===== src/rtl/core/pcs_pkg.sv =====
`timescale 1ns / 1ps
package pcs_pkg;

    localparam int TIME_W    = 40;
    localparam int RATE_W    = 48;
    localparam int GAIN_W    = 32;
    localparam int LOCK_W    = 32;
    localparam int INTEG_W   = 56;
    localparam int CFG_W     = 47;
    localparam int CFG_IDX_W = 3;
    localparam int MODE_W    = 3;

    // Iterative arithmetic unit widths.
    localparam int MUL_A_W = 56;
    localparam int MUL_B_W = 32;
    localparam int MUL_P_W = MUL_A_W + MUL_B_W;
    localparam int DIV_N_W = 86;
    localparam int DIV_D_W = 40;
    localparam int MAG_W   = 61;
    localparam int TERM_W  = MAG_W + 1;
    localparam int LIM_W   = INTEG_W - 1;

    localparam logic [GAIN_W-1:0] NS_PER_SEC = 32'd1000000000;

    localparam logic [CFG_IDX_W-1:0] CFG_MAX_DRIFT  = 3'd0;
    localparam logic [CFG_IDX_W-1:0] CFG_FREQ_THR   = 3'd1;
    localparam logic [CFG_IDX_W-1:0] CFG_COARSE_THR = 3'd2;
    localparam logic [CFG_IDX_W-1:0] CFG_LOCK_THR   = 3'd3;
    localparam logic [CFG_IDX_W-1:0] CFG_GAIN_FREQ  = 3'd4;
    localparam logic [CFG_IDX_W-1:0] CFG_GAIN_PROP  = 3'd5;
    localparam logic [CFG_IDX_W-1:0] CFG_GAIN_INTEG = 3'd6;
    localparam logic [CFG_IDX_W-1:0] CFG_MAX_FADJ   = 3'd7;

    localparam logic [46:0] RST_MAX_DRIFT  = 47'd5898240000;
    localparam logic [46:0] RST_FREQ_THR   = 47'd655360000;
    localparam logic [38:0] RST_COARSE_THR = 39'd1000000;
    localparam logic [38:0] RST_LOCK_THR   = 39'd1000;
    localparam logic [31:0] RST_GAIN_FREQ  = 32'd268435456;
    localparam logic [31:0] RST_GAIN_PROP  = 32'd187904819;
    localparam logic [31:0] RST_GAIN_INTEG = 32'd80530637;
    localparam logic [46:0] RST_MAX_FADJ   = 47'd32768000000;

    typedef enum logic [2:0] {
        MODE_NONE      = 3'd0,
        MODE_DRIFT_ERR = 3'd1,
        MODE_FREQ      = 3'd2,
        MODE_COARSE    = 3'd3,
        MODE_FINE      = 3'd4
    } t_mode;

    typedef enum logic [1:0] {MS_NS, MS_KF, MS_KP, MS_KI} t_mul_sel;
    typedef enum logic {DS_DRIFT, DS_LIM} t_div_sel;
    typedef enum logic [1:0] {MD_FREQ, MD_PROP, MD_INTEG} t_mul_dst;

    typedef struct packed {
        logic     load;
        logic     mul_start;
        t_mul_sel mul_sel;
        logic     div_start;
        t_div_sel div_sel;
        logic     q_latch;
        logic     mul_latch;
        t_mul_dst mul_dst;
        logic     lim_latch;
        logic     lim_zero;
        logic     integ_upd;
        logic     fin;
        t_mode    kind;
    } t_cmd;

    typedef struct packed {
        logic ref_zero;
        logic mul_done;
        logic div_done;
        logic drift_over;
        logic freq_sel;
        logic coarse_sel;
        logic ki_zero;
        logic out_free;
    } t_status;

endpackage


===== src/rtl/core/pcs_if.sv =====
`timescale 1ns / 1ps
interface pcs_in_if;
    logic                                valid;
    logic                                ready;
    logic signed [pcs_pkg::TIME_W-1:0]   ref_interval;
    logic signed [pcs_pkg::TIME_W-1:0]   local_interval;
    logic signed [pcs_pkg::TIME_W-1:0]   clock_offset;

    modport source (output valid, ref_interval, local_interval, clock_offset, input ready);
    modport sink (input valid, ref_interval, local_interval, clock_offset, output ready);
endinterface

interface pcs_out_if;
    logic                                valid;
    logic                                ready;
    logic        [pcs_pkg::MODE_W-1:0]   mode;
    logic                                adjust_frequency;
    logic                                step_clock;
    logic signed [pcs_pkg::RATE_W-1:0]   freq_adjust;
    logic signed [pcs_pkg::TIME_W-1:0]   offset_correction;
    logic signed [pcs_pkg::RATE_W-1:0]   measured_drift;
    logic signed [pcs_pkg::RATE_W-1:0]   freq_term;
    logic signed [pcs_pkg::RATE_W-1:0]   prop_term;
    logic signed [pcs_pkg::RATE_W-1:0]   integ_term;
    logic        [pcs_pkg::LOCK_W-1:0]   lock_count;

    modport source (output valid, mode, adjust_frequency, step_clock, freq_adjust,
                    offset_correction, measured_drift, freq_term, prop_term,
                    integ_term, lock_count, input ready);
    modport sink (input valid, mode, adjust_frequency, step_clock, freq_adjust,
                  offset_correction, measured_drift, freq_term, prop_term,
                  integ_term, lock_count, output ready);
endinterface


===== src/rtl/core/pcs_mul.sv =====
`timescale 1ns / 1ps
module pcs_mul (
    input  logic                         i_clk,
    input  logic                         i_rst_n,
    input  logic                         i_start,
    input  logic [pcs_pkg::MUL_A_W-1:0]  i_a,
    input  logic [pcs_pkg::MUL_B_W-1:0]  i_b,
    output logic                         o_done,
    output logic [pcs_pkg::MUL_P_W-1:0]  o_prod
);
    import pcs_pkg::*;

    localparam int CNT_W = $clog2(MUL_B_W);

    logic               r_busy;
    logic               r_done;
    logic [CNT_W-1:0]   r_cnt;
    logic [MUL_A_W-1:0] r_a;
    logic [MUL_B_W-1:0] r_b;
    logic [MUL_P_W-1:0] r_acc;
    logic [MUL_A_W:0]   n_sum;

    // Shift-and-add, one multiplier bit per cycle, least significant first.
    assign n_sum = {1'b0, r_acc[MUL_P_W-1:MUL_B_W]} + (r_b[0] ? {1'b0, r_a} : '0);

    always_ff @(posedge i_clk) begin
        if (!i_rst_n) begin
            r_busy <= 1'b0;
            r_done <= 1'b0;
            r_cnt  <= '0;
        end else begin
            r_done <= 1'b0;
            if (i_start) begin
                r_busy <= 1'b1;
                r_cnt  <= '0;
            end else if (r_busy) begin
                r_cnt <= r_cnt + 1'b1;
                if (r_cnt == CNT_W'(MUL_B_W - 1)) begin
                    r_busy <= 1'b0;
                    r_done <= 1'b1;
                end
            end
        end
    end

    always_ff @(posedge i_clk) begin
        if (i_start) begin
            r_a   <= i_a;
            r_b   <= i_b;
            r_acc <= '0;
        end else if (r_busy) begin
            r_b   <= r_b >> 1;
            r_acc <= {n_sum, r_acc[MUL_B_W-1:1]};
        end
    end

    assign o_done = r_done;
    assign o_prod = r_acc;
endmodule


===== src/rtl/core/pcs_div.sv =====
`timescale 1ns / 1ps
module pcs_div (
    input  logic                         i_clk,
    input  logic                         i_rst_n,
    input  logic                         i_start,
    input  logic [pcs_pkg::DIV_N_W-1:0]  i_num,
    input  logic [pcs_pkg::DIV_D_W-1:0]  i_den,
    output logic                         o_done,
    output logic [pcs_pkg::DIV_N_W-1:0]  o_quo
);
    import pcs_pkg::*;

    localparam int CNT_W = $clog2(DIV_N_W);

    logic               r_busy;
    logic               r_done;
    logic [CNT_W-1:0]   r_cnt;
    logic [DIV_N_W-1:0] r_num;
    logic [DIV_N_W-1:0] r_quo;
    logic [DIV_D_W-1:0] r_den;
    logic [DIV_D_W-1:0] r_rem;
    logic [DIV_D_W:0]   n_trial;
    logic               n_fits;

    // Restoring division, one quotient bit per cycle.
    assign n_trial = {r_rem, r_num[DIV_N_W-1]};
    assign n_fits  = n_trial >= {1'b0, r_den};

    always_ff @(posedge i_clk) begin
        if (!i_rst_n) begin
            r_busy <= 1'b0;
            r_done <= 1'b0;
            r_cnt  <= '0;
        end else begin
            r_done <= 1'b0;
            if (i_start) begin
                r_busy <= 1'b1;
                r_cnt  <= '0;
            end else if (r_busy) begin
                r_cnt <= r_cnt + 1'b1;
                if (r_cnt == CNT_W'(DIV_N_W - 1)) begin
                    r_busy <= 1'b0;
                    r_done <= 1'b1;
                end
            end
        end
    end

    always_ff @(posedge i_clk) begin
        if (i_start) begin
            r_num <= i_num;
            r_den <= i_den;
            r_rem <= '0;
            r_quo <= '0;
        end else if (r_busy) begin
            r_num <= r_num << 1;
            r_quo <= {r_quo[DIV_N_W-2:0], n_fits};
            if (n_fits) begin
                r_rem <= DIV_D_W'(n_trial - {1'b0, r_den});
            end else begin
                r_rem <= n_trial[DIV_D_W-1:0];
            end
        end
    end

    assign o_done = r_done;
    assign o_quo  = r_quo;
endmodule


===== src/rtl/core/pcs_dp.sv =====
`timescale 1ns / 1ps
module pcs_dp (
    input  logic                                 i_clk,
    input  logic                                 i_rst_n,
    input  logic                                 i_cfg_we,
    input  logic        [pcs_pkg::CFG_IDX_W-1:0] i_cfg_idx,
    input  logic        [pcs_pkg::CFG_W-1:0]     i_cfg_data,
    input  logic signed [pcs_pkg::TIME_W-1:0]    i_ref_interval,
    input  logic signed [pcs_pkg::TIME_W-1:0]    i_local_interval,
    input  logic signed [pcs_pkg::TIME_W-1:0]    i_clock_offset,
    input  pcs_pkg::t_cmd                        i_cmd,
    output pcs_pkg::t_status                     o_status,
    input  logic                                 i_out_ready,
    output logic                                 o_out_valid,
    output logic        [pcs_pkg::MODE_W-1:0]    o_mode,
    output logic                                 o_adjust_frequency,
    output logic                                 o_step_clock,
    output logic signed [pcs_pkg::RATE_W-1:0]    o_freq_adjust,
    output logic signed [pcs_pkg::TIME_W-1:0]    o_offset_correction,
    output logic signed [pcs_pkg::RATE_W-1:0]    o_measured_drift,
    output logic signed [pcs_pkg::RATE_W-1:0]    o_freq_term,
    output logic signed [pcs_pkg::RATE_W-1:0]    o_prop_term,
    output logic signed [pcs_pkg::RATE_W-1:0]    o_integ_term,
    output logic        [pcs_pkg::LOCK_W-1:0]    o_lock_count
);
    import pcs_pkg::*;

    localparam logic signed [63:0] RATE_MAX = 64'sh0000_7FFF_FFFF_FFFF;
    localparam logic signed [63:0] RATE_MIN = -RATE_MAX - 64'sd1;
    localparam logic [LIM_W-1:0]   LIM_MAX  = '1;

    function automatic logic [TIME_W-1:0] mag_time(input logic [TIME_W-1:0] v);
        logic [TIME_W:0] ext;
        logic [TIME_W:0] m;
        ext = {v[TIME_W-1], v};
        m   = v[TIME_W-1] ? ((TIME_W+1)'(0) - ext) : ext;
        return m[TIME_W-1:0];
    endfunction

    // Magnitudes saturate at 2^60.
    function automatic logic [MAG_W-1:0] cap_mag(input logic [MUL_P_W-1:0] x);
        logic big;
        big = (|x[MUL_P_W-1:MAG_W]) || (x[MAG_W-1] && (|x[MAG_W-2:0]));
        return big ? {1'b1, {(MAG_W-1){1'b0}}} : x[MAG_W-1:0];
    endfunction

    function automatic logic [RATE_W-1:0] sat_rate(input logic signed [63:0] x);
        logic signed [63:0] s;
        s = (x > RATE_MAX) ? RATE_MAX : ((x < RATE_MIN) ? RATE_MIN : x);
        return s[RATE_W-1:0];
    endfunction

    // Configuration registers.
    logic [46:0] r_max_drift, r_freq_thr, r_mfa;
    logic [38:0] r_coarse_thr, r_lock_thr;
    logic [31:0] r_kf, r_kp, r_ki;

    // Per-item working registers.
    logic [TIME_W-1:0]        r_ref_mag, r_dmag, r_omag, r_cmag;
    logic                     r_dneg;
    logic signed [TIME_W-1:0] r_corr;
    logic [MAG_W-1:0]         r_q;
    logic [LIM_W-1:0]         r_lim;
    logic signed [TERM_W-1:0] r_fterm, r_prop, r_iterm;

    // Servo state.
    logic signed [RATE_W-1:0]  r_da;
    logic signed [INTEG_W-1:0] r_integ;
    logic [LOCK_W-1:0]         r_lock;

    // Output register.
    logic                     r_o_valid;
    logic [MODE_W-1:0]        r_o_mode;
    logic                     r_o_adj, r_o_step;
    logic signed [RATE_W-1:0] r_o_fadj, r_o_meas, r_o_fterm, r_o_prop, r_o_iterm;
    logic signed [TIME_W-1:0] r_o_corr;
    logic [LOCK_W-1:0]        r_o_lock;

    // Arithmetic units.
    logic               w_mul_start, w_mul_done, w_div_done;
    logic [MUL_A_W-1:0] w_mul_a;
    logic [MUL_B_W-1:0] w_mul_b;
    logic [MUL_P_W-1:0] w_prod;
    logic [DIV_N_W-1:0] w_div_num, w_quo;
    logic [DIV_D_W-1:0] w_div_den;

    // Load-time helpers.
    logic signed [TIME_W:0]  w_diff;
    logic [TIME_W:0]         w_diff_mag;
    logic signed [TIME_W-1:0] w_corr;
    logic [INTEG_W-1:0]      w_imag;

    // Update helpers.
    logic [MUL_P_W-1:0]         w_shifted;
    logic [MAG_W-1:0]           w_gmag;
    logic                       w_gneg;
    logic signed [TERM_W-1:0]   w_gterm;
    logic [MAG_W-1:0]           w_qcap;
    logic signed [INTEG_W:0]    w_isum, w_ilim, w_iclamp;
    logic signed [TERM_W:0]     w_dsum, w_mfa_s, w_dclamp;
    logic signed [TERM_W-1:0]   w_drift;
    logic signed [63:0]         w_total;
    logic                       w_lock_ok;
    logic [LOCK_W-1:0]          w_lock_inc;

    assign w_mul_start = i_cmd.mul_start;

    always_comb begin
        unique case (i_cmd.mul_sel)
            MS_NS:   begin w_mul_a = MUL_A_W'(r_dmag);         w_mul_b = NS_PER_SEC; end
            MS_KF:   begin w_mul_a = r_q[MUL_A_W-1:0];         w_mul_b = r_kf; end
            MS_KP:   begin w_mul_a = MUL_A_W'(r_cmag);         w_mul_b = r_kp; end
            default: begin w_mul_a = w_imag;                   w_mul_b = r_ki; end
        endcase
    end

    always_comb begin
        unique case (i_cmd.div_sel)
            DS_DRIFT: begin
                w_div_num = {w_prod[DIV_N_W-17:0], 16'b0};
                w_div_den = r_ref_mag;
            end
            default: begin
                w_div_num = DIV_N_W'({r_mfa, 12'b0});
                w_div_den = DIV_D_W'(r_ki);
            end
        endcase
    end

    pcs_mul u_mul (
        .i_clk   (i_clk),
        .i_rst_n (i_rst_n),
        .i_start (w_mul_start),
        .i_a     (w_mul_a),
        .i_b     (w_mul_b),
        .o_done  (w_mul_done),
        .o_prod  (w_prod)
    );

    pcs_div u_div (
        .i_clk   (i_clk),
        .i_rst_n (i_rst_n),
        .i_start (i_cmd.div_start),
        .i_num   (w_div_num),
        .i_den   (w_div_den),
        .o_done  (w_div_done),
        .o_quo   (w_quo)
    );

    always_comb begin
        w_diff     = $signed({i_ref_interval[TIME_W-1], i_ref_interval})
                   - $signed({i_local_interval[TIME_W-1], i_local_interval});
        w_diff_mag = w_diff[TIME_W] ? ((TIME_W+1)'(0) - w_diff) : w_diff;
        w_corr     = (i_clock_offset == {1'b1, {(TIME_W-1){1'b0}}}) ?
                     {1'b0, {(TIME_W-1){1'b1}}} : (TIME_W'(0) - i_clock_offset);
        w_imag     = r_integ[INTEG_W-1] ? (INTEG_W'(0) - r_integ) : r_integ;

        w_shifted  = (i_cmd.mul_dst == MD_FREQ) ? (w_prod >> 28) : (w_prod >> 12);
        w_gmag     = cap_mag(w_shifted);
        unique case (i_cmd.mul_dst)
            MD_FREQ:  w_gneg = r_dneg;
            MD_PROP:  w_gneg = r_corr[TIME_W-1];
            default:  w_gneg = r_integ[INTEG_W-1];
        endcase
        w_gterm    = w_gneg ? (TERM_W'(0) - {1'b0, w_gmag}) : {1'b0, w_gmag};

        w_qcap     = cap_mag(MUL_P_W'(w_quo));

        w_isum     = $signed({r_integ[INTEG_W-1], r_integ})
                   + $signed({{(INTEG_W-TIME_W+1){r_corr[TIME_W-1]}}, r_corr});
        w_ilim     = $signed({2'b0, r_lim});
        w_iclamp   = (w_isum > w_ilim) ? w_ilim :
                     ((w_isum < -w_ilim) ? -w_ilim : w_isum);

        w_dsum     = $signed({{(TERM_W-RATE_W+1){r_da[RATE_W-1]}}, r_da})
                   + $signed({r_fterm[TERM_W-1], r_fterm});
        w_mfa_s    = $signed({{(TERM_W+1-47){1'b0}}, r_mfa});
        w_dclamp   = (w_dsum > w_mfa_s) ? w_mfa_s :
                     ((w_dsum < -w_mfa_s) ? -w_mfa_s : w_dsum);

        w_drift    = r_dneg ? (TERM_W'(0) - {1'b0, r_q}) : {1'b0, r_q};
        w_total    = 64'(r_da) + 64'(r_prop) + 64'(r_iterm);
        w_lock_ok  = r_omag < {1'b0, r_lock_thr};
        w_lock_inc = (&r_lock) ? r_lock : (r_lock + 1'b1);
    end

    always_ff @(posedge i_clk) begin
        if (!i_rst_n) begin
            r_max_drift  <= RST_MAX_DRIFT;
            r_freq_thr   <= RST_FREQ_THR;
            r_coarse_thr <= RST_COARSE_THR;
            r_lock_thr   <= RST_LOCK_THR;
            r_kf         <= RST_GAIN_FREQ;
            r_kp         <= RST_GAIN_PROP;
            r_ki         <= RST_GAIN_INTEG;
            r_mfa        <= RST_MAX_FADJ;
        end else if (i_cfg_we) begin
            unique case (i_cfg_idx)
                CFG_MAX_DRIFT:  r_max_drift  <= i_cfg_data;
                CFG_FREQ_THR:   r_freq_thr   <= i_cfg_data;
                CFG_COARSE_THR: r_coarse_thr <= i_cfg_data[38:0];
                CFG_LOCK_THR:   r_lock_thr   <= i_cfg_data[38:0];
                CFG_GAIN_FREQ:  r_kf         <= i_cfg_data[31:0];
                CFG_GAIN_PROP:  r_kp         <= i_cfg_data[31:0];
                CFG_GAIN_INTEG: r_ki         <= i_cfg_data[31:0];
                default:        r_mfa        <= i_cfg_data;
            endcase
        end
    end

    // Working registers carry no reset; they are always written before use.
    always_ff @(posedge i_clk) begin
        if (i_cmd.load) begin
            r_ref_mag <= mag_time(i_ref_interval);
            r_dmag    <= w_diff_mag[TIME_W-1:0];
            r_dneg    <= w_diff[TIME_W] ^ i_ref_interval[TIME_W-1];
            r_omag    <= mag_time(i_clock_offset);
            r_corr    <= w_corr;
            r_cmag    <= mag_time(w_corr);
        end
        if (i_cmd.q_latch) begin
            r_q <= w_qcap;
        end
        if (i_cmd.lim_latch) begin
            r_lim <= (w_qcap > MAG_W'(LIM_MAX)) ? LIM_MAX : w_qcap[LIM_W-1:0];
        end else if (i_cmd.lim_zero) begin
            r_lim <= '0;
        end
        if (i_cmd.mul_latch) begin
            unique case (i_cmd.mul_dst)
                MD_FREQ:  r_fterm <= w_gterm;
                MD_PROP:  r_prop  <= w_gterm;
                default:  r_iterm <= w_gterm;
            endcase
        end
    end

    always_ff @(posedge i_clk) begin
        if (!i_rst_n) begin
            r_da      <= '0;
            r_integ   <= '0;
            r_lock    <= '0;
            r_o_valid <= 1'b0;
        end else begin
            if (i_cmd.integ_upd) begin
                r_integ <= w_iclamp[INTEG_W-1:0];
            end
            if (i_cmd.fin) begin
                r_o_valid <= 1'b1;
                unique case (i_cmd.kind)
                    MODE_NONE: begin
                    end
                    MODE_DRIFT_ERR: r_lock <= '0;
                    MODE_FREQ: begin
                        r_da    <= w_dclamp[RATE_W-1:0];
                        r_integ <= '0;
                        r_lock  <= '0;
                    end
                    MODE_COARSE: begin
                        r_integ <= '0;
                        r_lock  <= '0;
                    end
                    default: r_lock <= w_lock_ok ? w_lock_inc : '0;
                endcase
            end else if (i_out_ready) begin
                r_o_valid <= 1'b0;
            end
        end
    end

    always_ff @(posedge i_clk) begin
        if (i_cmd.fin) begin
            r_o_mode  <= i_cmd.kind;
            r_o_adj   <= 1'b0;
            r_o_step  <= 1'b0;
            r_o_fadj  <= '0;
            r_o_corr  <= '0;
            r_o_meas  <= sat_rate(64'(w_drift));
            r_o_fterm <= '0;
            r_o_prop  <= '0;
            r_o_iterm <= '0;
            r_o_lock  <= '0;
            unique case (i_cmd.kind)
                MODE_NONE: begin
                    r_o_meas <= '0;
                    r_o_lock <= r_lock;
                end
                MODE_DRIFT_ERR: begin
                end
                MODE_FREQ: begin
                    r_o_adj   <= 1'b1;
                    r_o_fadj  <= w_dclamp[RATE_W-1:0];
                    r_o_fterm <= w_dclamp[RATE_W-1:0];
                end
                MODE_COARSE: begin
                    r_o_step <= 1'b1;
                    r_o_corr <= r_corr;
                end
                default: begin
                    r_o_adj   <= 1'b1;
                    r_o_fadj  <= sat_rate(w_total);
                    r_o_corr  <= r_corr;
                    r_o_fterm <= r_da;
                    r_o_prop  <= sat_rate(64'(r_prop));
                    r_o_iterm <= sat_rate(64'(r_iterm));
                    r_o_lock  <= w_lock_ok ? w_lock_inc : '0;
                end
            endcase
        end
    end

    always_comb begin
        o_status.ref_zero   = (r_ref_mag == '0);
        o_status.mul_done   = w_mul_done;
        o_status.div_done   = w_div_done;
        o_status.drift_over = r_q > MAG_W'(r_max_drift);
        o_status.freq_sel   = r_q > MAG_W'(r_freq_thr);
        o_status.coarse_sel = r_omag > {1'b0, r_coarse_thr};
        o_status.ki_zero    = (r_ki == '0);
        o_status.out_free   = !r_o_valid || i_out_ready;
    end

    assign o_out_valid         = r_o_valid;
    assign o_mode              = r_o_mode;
    assign o_adjust_frequency  = r_o_adj;
    assign o_step_clock        = r_o_step;
    assign o_freq_adjust       = r_o_fadj;
    assign o_offset_correction = r_o_corr;
    assign o_measured_drift    = r_o_meas;
    assign o_freq_term         = r_o_fterm;
    assign o_prop_term         = r_o_prop;
    assign o_integ_term        = r_o_iterm;
    assign o_lock_count        = r_o_lock;
endmodule


===== src/rtl/core/pcs_ctrl.sv =====
`timescale 1ns / 1ps
module pcs_ctrl (
    input  logic              i_clk,
    input  logic              i_rst_n,
    input  logic              i_in_valid,
    output logic              o_in_ready,
    input  pcs_pkg::t_status  i_status,
    output pcs_pkg::t_cmd     o_cmd
);
    import pcs_pkg::*;

    typedef enum logic [3:0] {
        S_IDLE, S_CLASS, S_MUL_NS, S_DIV_DRIFT, S_CHECK, S_MUL_KF,
        S_DIV_LIM, S_INTEG, S_MUL_KP, S_MUL_KI, S_FINISH
    } t_state;

    t_state r_state, n_state;
    t_mode  r_kind, n_kind;

    always_ff @(posedge i_clk) begin
        if (!i_rst_n) begin
            r_state <= S_IDLE;
            r_kind  <= MODE_NONE;
        end else begin
            r_state <= n_state;
            r_kind  <= n_kind;
        end
    end

    always_comb begin
        n_state = r_state;
        n_kind  = r_kind;
        o_cmd   = '0;
        o_cmd.kind = r_kind;
        unique case (r_state)
            S_IDLE: begin
                if (i_in_valid) begin
                    o_cmd.load = 1'b1;
                    n_state    = S_CLASS;
                end
            end
            S_CLASS: begin
                if (i_status.ref_zero) begin
                    n_kind  = MODE_NONE;
                    n_state = S_FINISH;
                end else begin
                    o_cmd.mul_start = 1'b1;
                    o_cmd.mul_sel   = MS_NS;
                    n_state         = S_MUL_NS;
                end
            end
            S_MUL_NS: begin
                if (i_status.mul_done) begin
                    o_cmd.div_start = 1'b1;
                    o_cmd.div_sel   = DS_DRIFT;
                    n_state         = S_DIV_DRIFT;
                end
            end
            S_DIV_DRIFT: begin
                if (i_status.div_done) begin
                    o_cmd.q_latch = 1'b1;
                    n_state       = S_CHECK;
                end
            end
            S_CHECK: begin
                priority if (i_status.drift_over) begin
                    n_kind  = MODE_DRIFT_ERR;
                    n_state = S_FINISH;
                end else if (i_status.freq_sel) begin
                    o_cmd.mul_start = 1'b1;
                    o_cmd.mul_sel   = MS_KF;
                    n_state         = S_MUL_KF;
                end else if (i_status.coarse_sel) begin
                    n_kind  = MODE_COARSE;
                    n_state = S_FINISH;
                end else if (i_status.ki_zero) begin
                    o_cmd.lim_zero = 1'b1;
                    n_state        = S_INTEG;
                end else begin
                    o_cmd.div_start = 1'b1;
                    o_cmd.div_sel   = DS_LIM;
                    n_state         = S_DIV_LIM;
                end
            end
            S_MUL_KF: begin
                if (i_status.mul_done) begin
                    o_cmd.mul_latch = 1'b1;
                    o_cmd.mul_dst   = MD_FREQ;
                    n_kind          = MODE_FREQ;
                    n_state         = S_FINISH;
                end
            end
            S_DIV_LIM: begin
                if (i_status.div_done) begin
                    o_cmd.lim_latch = 1'b1;
                    n_state         = S_INTEG;
                end
            end
            S_INTEG: begin
                o_cmd.integ_upd = 1'b1;
                o_cmd.mul_start = 1'b1;
                o_cmd.mul_sel   = MS_KP;
                n_state         = S_MUL_KP;
            end
            S_MUL_KP: begin
                if (i_status.mul_done) begin
                    o_cmd.mul_latch = 1'b1;
                    o_cmd.mul_dst   = MD_PROP;
                    o_cmd.mul_start = 1'b1;
                    o_cmd.mul_sel   = MS_KI;
                    n_state         = S_MUL_KI;
                end
            end
            S_MUL_KI: begin
                if (i_status.mul_done) begin
                    o_cmd.mul_latch = 1'b1;
                    o_cmd.mul_dst   = MD_INTEG;
                    n_kind          = MODE_FINE;
                    n_state         = S_FINISH;
                end
            end
            S_FINISH: begin
                if (i_status.out_free) begin
                    o_cmd.fin = 1'b1;
                    n_state   = S_IDLE;
                end
            end
            default: n_state = S_IDLE;
        endcase
    end

    assign o_in_ready = (r_state == S_IDLE);
endmodule


===== src/rtl/core/ptp_clock_servo.sv =====
`timescale 1ns / 1ps
// A zero reference interval skips the bit-serial divider and the shift-add multiplier;
// a drift error or coarse step uses one product and one division, frequency mode one more
// product, and fine mode the limit division (nonzero integral gain) and two more products.
// Throughput: one transaction at a time; the next is taken once the previous result has
// moved into the output register. Reset is synchronous and active low; it restores the
// configuration defaults and clears the drift accumulator, the integral and the lock count.
module ptp_clock_servo (
    input  logic                              i_clk,
    input  logic                              i_rst_n,
    input  logic                              i_cfg_we,
    input  logic [pcs_pkg::CFG_IDX_W-1:0]     i_cfg_idx,
    input  logic [pcs_pkg::CFG_W-1:0]         i_cfg_data,
    pcs_in_if.sink                            s_in,
    pcs_out_if.source                         m_out
);
    import pcs_pkg::*;

    // The controller sequences the shared multiplier and divider in the datapath.
    // Every transaction with a nonzero reference interval first forms the drift as a product
    // by 1e9 followed by a division by the reference interval. Fine mode then derives the
    // integral limit with a second division (zero for a zero integral gain) and forms the
    // proportional and integral terms with two more products, then fills the output register.

    t_cmd    w_cmd;
    t_status w_status;

    pcs_ctrl u_ctrl (
        .i_clk      (i_clk),
        .i_rst_n    (i_rst_n),
        .i_in_valid (s_in.valid),
        .o_in_ready (s_in.ready),
        .i_status   (w_status),
        .o_cmd      (w_cmd)
    );

    pcs_dp u_dp (
        .i_clk               (i_clk),
        .i_rst_n             (i_rst_n),
        .i_cfg_we            (i_cfg_we),
        .i_cfg_idx           (i_cfg_idx),
        .i_cfg_data          (i_cfg_data),
        .i_ref_interval      (s_in.ref_interval),
        .i_local_interval    (s_in.local_interval),
        .i_clock_offset      (s_in.clock_offset),
        .i_cmd               (w_cmd),
        .o_status            (w_status),
        .i_out_ready         (m_out.ready),
        .o_out_valid         (m_out.valid),
        .o_mode              (m_out.mode),
        .o_adjust_frequency  (m_out.adjust_frequency),
        .o_step_clock        (m_out.step_clock),
        .o_freq_adjust       (m_out.freq_adjust),
        .o_offset_correction (m_out.offset_correction),
        .o_measured_drift    (m_out.measured_drift),
        .o_freq_term         (m_out.freq_term),
        .o_prop_term         (m_out.prop_term),
        .o_integ_term        (m_out.integ_term),
        .o_lock_count        (m_out.lock_count)
    );
endmodule

===== src/flat_wrapper.sv =====
// flat-port wrapper written by rule: the top's interface ports become plain ports
module ptp_clock_servo_flat import pcs_pkg::*;
  (i_clk, i_rst_n, i_cfg_we, i_cfg_idx, i_cfg_data, s_in_valid, s_in_ref_interval, s_in_local_interval, s_in_clock_offset, s_in_ready, m_out_valid, m_out_mode, m_out_adjust_frequency, m_out_step_clock, m_out_freq_adjust, m_out_offset_correction, m_out_measured_drift, m_out_freq_term, m_out_prop_term, m_out_integ_term, m_out_lock_count, m_out_ready);
  pcs_in_if s_in_i ();
  pcs_out_if m_out_i ();
  input  logic i_clk;
  input  logic i_rst_n;
  input  logic i_cfg_we;
  input  logic [pcs_pkg::CFG_IDX_W-1:0] i_cfg_idx;
  input  logic [pcs_pkg::CFG_W-1:0] i_cfg_data;
  input wire logic [$bits(s_in_i.valid)-1:0] s_in_valid;
  input wire logic [$bits(s_in_i.ref_interval)-1:0] s_in_ref_interval;
  input wire logic [$bits(s_in_i.local_interval)-1:0] s_in_local_interval;
  input wire logic [$bits(s_in_i.clock_offset)-1:0] s_in_clock_offset;
  output wire logic [$bits(s_in_i.ready)-1:0] s_in_ready;
  output wire logic [$bits(m_out_i.valid)-1:0] m_out_valid;
  output wire logic [$bits(m_out_i.mode)-1:0] m_out_mode;
  output wire logic [$bits(m_out_i.adjust_frequency)-1:0] m_out_adjust_frequency;
  output wire logic [$bits(m_out_i.step_clock)-1:0] m_out_step_clock;
  output wire logic [$bits(m_out_i.freq_adjust)-1:0] m_out_freq_adjust;
  output wire logic [$bits(m_out_i.offset_correction)-1:0] m_out_offset_correction;
  output wire logic [$bits(m_out_i.measured_drift)-1:0] m_out_measured_drift;
  output wire logic [$bits(m_out_i.freq_term)-1:0] m_out_freq_term;
  output wire logic [$bits(m_out_i.prop_term)-1:0] m_out_prop_term;
  output wire logic [$bits(m_out_i.integ_term)-1:0] m_out_integ_term;
  output wire logic [$bits(m_out_i.lock_count)-1:0] m_out_lock_count;
  input wire logic [$bits(m_out_i.ready)-1:0] m_out_ready;
  assign s_in_i.valid = s_in_valid;
  assign s_in_i.ref_interval = s_in_ref_interval;
  assign s_in_i.local_interval = s_in_local_interval;
  assign s_in_i.clock_offset = s_in_clock_offset;
  assign s_in_ready = s_in_i.ready;
  assign m_out_valid = m_out_i.valid;
  assign m_out_mode = m_out_i.mode;
  assign m_out_adjust_frequency = m_out_i.adjust_frequency;
  assign m_out_step_clock = m_out_i.step_clock;
  assign m_out_freq_adjust = m_out_i.freq_adjust;
  assign m_out_offset_correction = m_out_i.offset_correction;
  assign m_out_measured_drift = m_out_i.measured_drift;
  assign m_out_freq_term = m_out_i.freq_term;
  assign m_out_prop_term = m_out_i.prop_term;
  assign m_out_integ_term = m_out_i.integ_term;
  assign m_out_lock_count = m_out_i.lock_count;
  assign m_out_i.ready = m_out_ready;
  ptp_clock_servo u_core (.i_clk(i_clk), .i_rst_n(i_rst_n), .i_cfg_we(i_cfg_we), .i_cfg_idx(i_cfg_idx), .i_cfg_data(i_cfg_data), .s_in(s_in_i), .m_out(m_out_i));
endmodule

===== config.mk =====
export PLATFORM = sky130hd
export DESIGN_NAME = ptp_clock_servo_flat
export DESIGN_NICKNAME = d
export VERILOG_FILES = /design/src/rtl/core/pcs_pkg.sv /design/src/rtl/core/pcs_if.sv /design/src/rtl/core/pcs_mul.sv /design/src/rtl/core/pcs_div.sv /design/src/rtl/core/pcs_dp.sv /design/src/rtl/core/pcs_ctrl.sv /design/src/rtl/core/ptp_clock_servo.sv /design/src/flat_wrapper.sv
export SDC_FILE = /design/constraint.sdc
export NUM_CORES = 2
export LEC_CHECK = 0
export BUFFER_PORTS_ARGS = -buffer_cell sky130_fd_sc_hd__buf_2
export CORE_MARGIN = 5
export CORE_UTILIZATION = 56
export CTS_CLUSTER_SIZE = 8
export DETAILED_ROUTE_END_ITERATION = 8
export PLACE_DENSITY = 0.74
export SLEW_MARGIN = 20
export SYNTH_ARGS = -nofsm -noshare
export SYNTH_HDL_FRONTEND = slang
export SYNTH_SLANG_ARGS = --single-unit

===== constraint.sdc =====
create_clock -name i_clk -period 10.07 [get_ports i_clk]
set_clock_uncertainty 0.15 [all_clocks]
set_input_delay 0 -clock i_clk [delete_from_list [all_inputs] [get_ports i_clk]]
set_output_delay 0 -clock i_clk [all_outputs]
set_load 0.005 [all_outputs]

==> flow_summary.yaml <==
outcome:
  status: "finished clean"
global_route:
  grt_usage: 0.392
  grt_pass1_vias: 95300
  antenna_found_initial: 27
  overflow: 0
  grt_pass1_wl_um: 606000
  grt_max_degree: 241
setup_path:
  regToRegEndpoint: "u_core.u_dp.o_freq_adjust[1]$_DFFE_PP_"
  critical_path.top_delay_family: "simple AND/OR/NAND/NOR gates"
  slowest_stage: "nor3_1"
  worst_setup_path_end_kind: "register"
  critPathLaunchType: "register"
  r2r-start: "u_core.u_dp.r_da[0]$_SDFFE_PN0P_"
  crit_fanout: 83
  critPathMaxStageDelay_ns: 0.81
  cp.arrival_ns: 8.55
  critical_path_class: "reg -> reg"
  ff2ff_setup_slack_ns: 1.98
  critPathBufInv: 4
  rr_worst_depth: 25
  critPathRequiredTime_ns: 10.53
placed_design:
  place.gp.congestion: 1.03
  post-place-ws_ns: 2.20
  dp.cells: 14600
  io_buffer_count: 493
  dpl.hpwl_um: 302000
  placedInstanceArea_mm2: 0.113
floorplan:
  io_pins: 494
  dieHeight_um: 450
  die_area_mm2: 0.203
  die_w_um: 450
  coreArea_mm2: 0.193
  rows: 161
  start_util: 0.563
layout:
  final_area_mm2: 0.124
  area_growth_pct: 14.5
  layout.cells.non_filler: 15500
  layout.nets: 13700
  final_util: 0.645
  layout-drive-gt1-share: 0.0849
clock_network:
  cts_resized: 0
  clock_latency_ns: 0.93
  post-cts-setup-buffer-count: 0
  cts_max_path_buffers: 3
  cts_root_buf: "clkbuf_16"
  cts_tree: "done"
  cts_max_level: 4
  clk_pin_slew_ns: 0.06
  cts_hold_buf: 427
  cts.sinks: 1710
  cts_made_buffers: 233
flow_run:
  drv_cap: 0
timing:
  fin_crit_sh: 0.803
  whs_ns: 0.0914
  relSlewSlack: 0.126
  worstMarginPinSlew_ns: 1.30
  finalSetupViolCount: 0
  hold_viol: 0
  fin_setup_tns_ns: 0
  timing.final.ws_setup_ns: 1.98
  fmax_mhz: 124
  rsz0062_at_grt: "false"
  period_needed_ns: 8.09
  drv_slew: 0
detailed_routing:
  avgViaCountPerCell: 6.44
  drt_iter0_drc: 11900
  ant_nets: 0
  drt-total-wl_um: 413000
  vias: 99600
  drc: 0
  avgRoutedWirePerCell_um: 26.7
  dr.pass1.iters: 7
yosys:
  syn-num-nets: 13000
  yosysWarnings: 0
  avgSynthCellArea_um2: 8.98
  ys_seq_elements: 1710
  ys.flop_type: "edfxtp_1"
  synth-edff-count: 1021
  ys_types: 105
  synth-async-reset-ratio: 0
  seq_area_frac_synth: 0.410
  syn-cell-area_mm2: 0.108
  synth_cells: 12100
pwr:
  leakage_nw: 50.7
  p_per_area_mw_per_mm2: 181
  irDropWorstVdd_uv: 157
  power.total_mw: 22.5
min_path:
  hold_path_end: "u_core.u_dp.r_dmag[30]$_DFFE_PP_"
  hp-start: "s_in_local_interval[29]"
  holdPathStages: 7
  min_path_type: "in -> reg"
[flip-flops by register name, summed over array words and instances (netlist names), 56 cells and up]
signal / count
u_core.u_dp.u_mul.o_prod: 88
u_core.u_dp.u_div.o_quo: 86
u_core.u_dp.r_fterm: 62
u_core.u_dp.r_q: 61
u_core.u_dp.r_integ: 56
u_core.u_dp.r_iterm: 62
u_core.u_dp.u_div.r_num: 74
u_core.u_dp.r_prop: 62
u_core.u_dp.u_mul.r_a: 56
[placed cells by master (no fill, tap or decap), types with 61 or more instances in the layout]
cell and count:
a211oi_1 93, a21boi_0 266, a21o_1 300, a21oi_1 759, a31oi_1 144, and2_1 190
and3_1 112, buf_2 492, buf_4 141, clkbuf_1 177, clkbuf_16 233, dfxtp_1 685
dlygate4sd3_1 426, edfxtp_1 1021, fa_1 68, ha_1 717, inv_1 563, mux2i_1 282
nand2_1 1524, nand2b_1 95, nand3_1 243, nand4_1 169, nor2_1 1136, nor2b_1 147
nor3_1 231, nor4_1 118, o211ai_1 128, o21a_1 73, o21ai_0 646, o21bai_1 61
o31ai_1 86, or3_1 106, xnor2_1 406, xor2_1 281
[cell usage after synthesis, drive strengths merged (44+ instances only)]
library cell,n,area (µm²)
nor2,1147,4310
or2,44,275
or3,111,719
o31ai,88,674
nor2b,147,920
a21oi,762,3810
a22o,50,438
inv,566,2120
nand2,1531,5750
nor4,126,855
xnor2,409,3580
nand2b,95,594
a31oi,146,913
o21bai,61,458
a21o,300,2250
a211oi,96,721
o21ai,686,3430
o221ai,48,420
or4,54,420
buf,106,566
o211ai,128,961
dfxtp,689,13800
edfxtp,1021,30700
nand4,169,1060
clkbuf,554,2090
o21a,73,548
ha,717,8970
nand3,249,1250
xor2,283,2480
and2,196,1230
a21boi,268,2010
mux2i,282,2820
and3,116,727
fa,68,1360
nor3,237,1190
[worst max-delay path by stage]
stage,start,end,slack [ns],cells past startpoint
2_1_floorplan,u_core.u_ctrl.r_state[1]$_SDFFE_PN0P_,u_core.u_dp.o_adjust_frequency$_DFFE_PP_,0.76,5
3_3_place_gp,u_core.u_dp.r_da[0]$_SDFFE_PN0P_,u_core.u_dp.o_freq_term[2]$_DFFE_PP_,2.29,26
3_5_place_dp,u_core.u_dp.r_da[0]$_SDFFE_PN0P_,u_core.u_dp.o_freq_adjust[1]$_DFFE_PP_,2.20,25
4_1_cts,u_core.u_dp.r_da[0]$_SDFFE_PN0P_,u_core.u_dp.o_freq_adjust[1]$_DFFE_PP_,2.15,25
5_1_grt,u_core.u_dp.r_da[0]$_SDFFE_PN0P_,u_core.u_dp.o_freq_adjust[1]$_DFFE_PP_,1.68,25
6_report,u_core.u_dp.r_da[0]$_SDFFE_PN0P_,u_core.u_dp.o_freq_adjust[1]$_DFFE_PP_,1.98,25
[where the power goes]
part | total, mW | internal (mW) | switching [mW]
clock | 7.52 | 4.33 | 3.19
sequential | 9.03 | 8.32 | 0.708
combinational | 5.92 | 2.07 | 3.86
total | 22.5 | 14.7 | 7.75
[logic make-up (layout without fill, tap and decap cells)]
logic type	after synthesis	after routing	share of synthesized area
flops	1710	1710	0.410
simple gates	4321	4321	0.186
other cells	0	20	0
xor+xnor	693	693	0.0561
mux	323	323	0.0303
fa+ha+maj	786	786	0.0954
compound gates	3014	3014	0.178
buf+inv	1232	2067	0.0443
[per-layer routing]
layer / track usage / share of wire / vias to the layer above / wire [µm]
met5: 0 / 0.000087 / - / 36
met4: 0.287 / 0.089 / 6 / 36800
met3: 0.0747 / 0.094 / 1457 / 38900
met2: 0.609 / 0.44 / 5812 / 181000
met1: 0.488 / 0.38 / 47700 / 156000
li1: - / - / 44700 / -
[worst register-to-register path: stages (launching register included)]
cell	delay (ns)
dfxtp_1	0.39
ha_1	0.24
fa_1	0.25
a211o_1	0.19
a2111oi_0	0.12
buf_4	0.16
or3_1	0.41
nor4bb_1	0.16
buf_4	0.16
nor3_1	0.81
o2111a_1	0.30
o21bai_1	0.07
a41oi_1	0.47
inv_1	0.09
ha_1	0.42
and3_1	0.22
nand4_1	0.12
nor4_1	0.55
nand4_1	0.14
o21ai_0	0.46
xor2_4	0.54
buf_12	0.39
mux2i_1	0.40
nor2_1	0.06
a21oi_1	0.37
o21ai_0	0.16
[final cells by class]
class | instances | area [µm²]
antenna | 20 | 50.0
clock buffer | 411 | 6510
clock inverter | 17 | 334
fill | 15800 | 68400
inverter | 572 | 2160
multi-input combinational | 9137 | 59600
sequential | 1710 | 44500
tap | 2526 | 3160
timing repair buffer | 1067 | 7940
(Power assumes the default switching activity.)
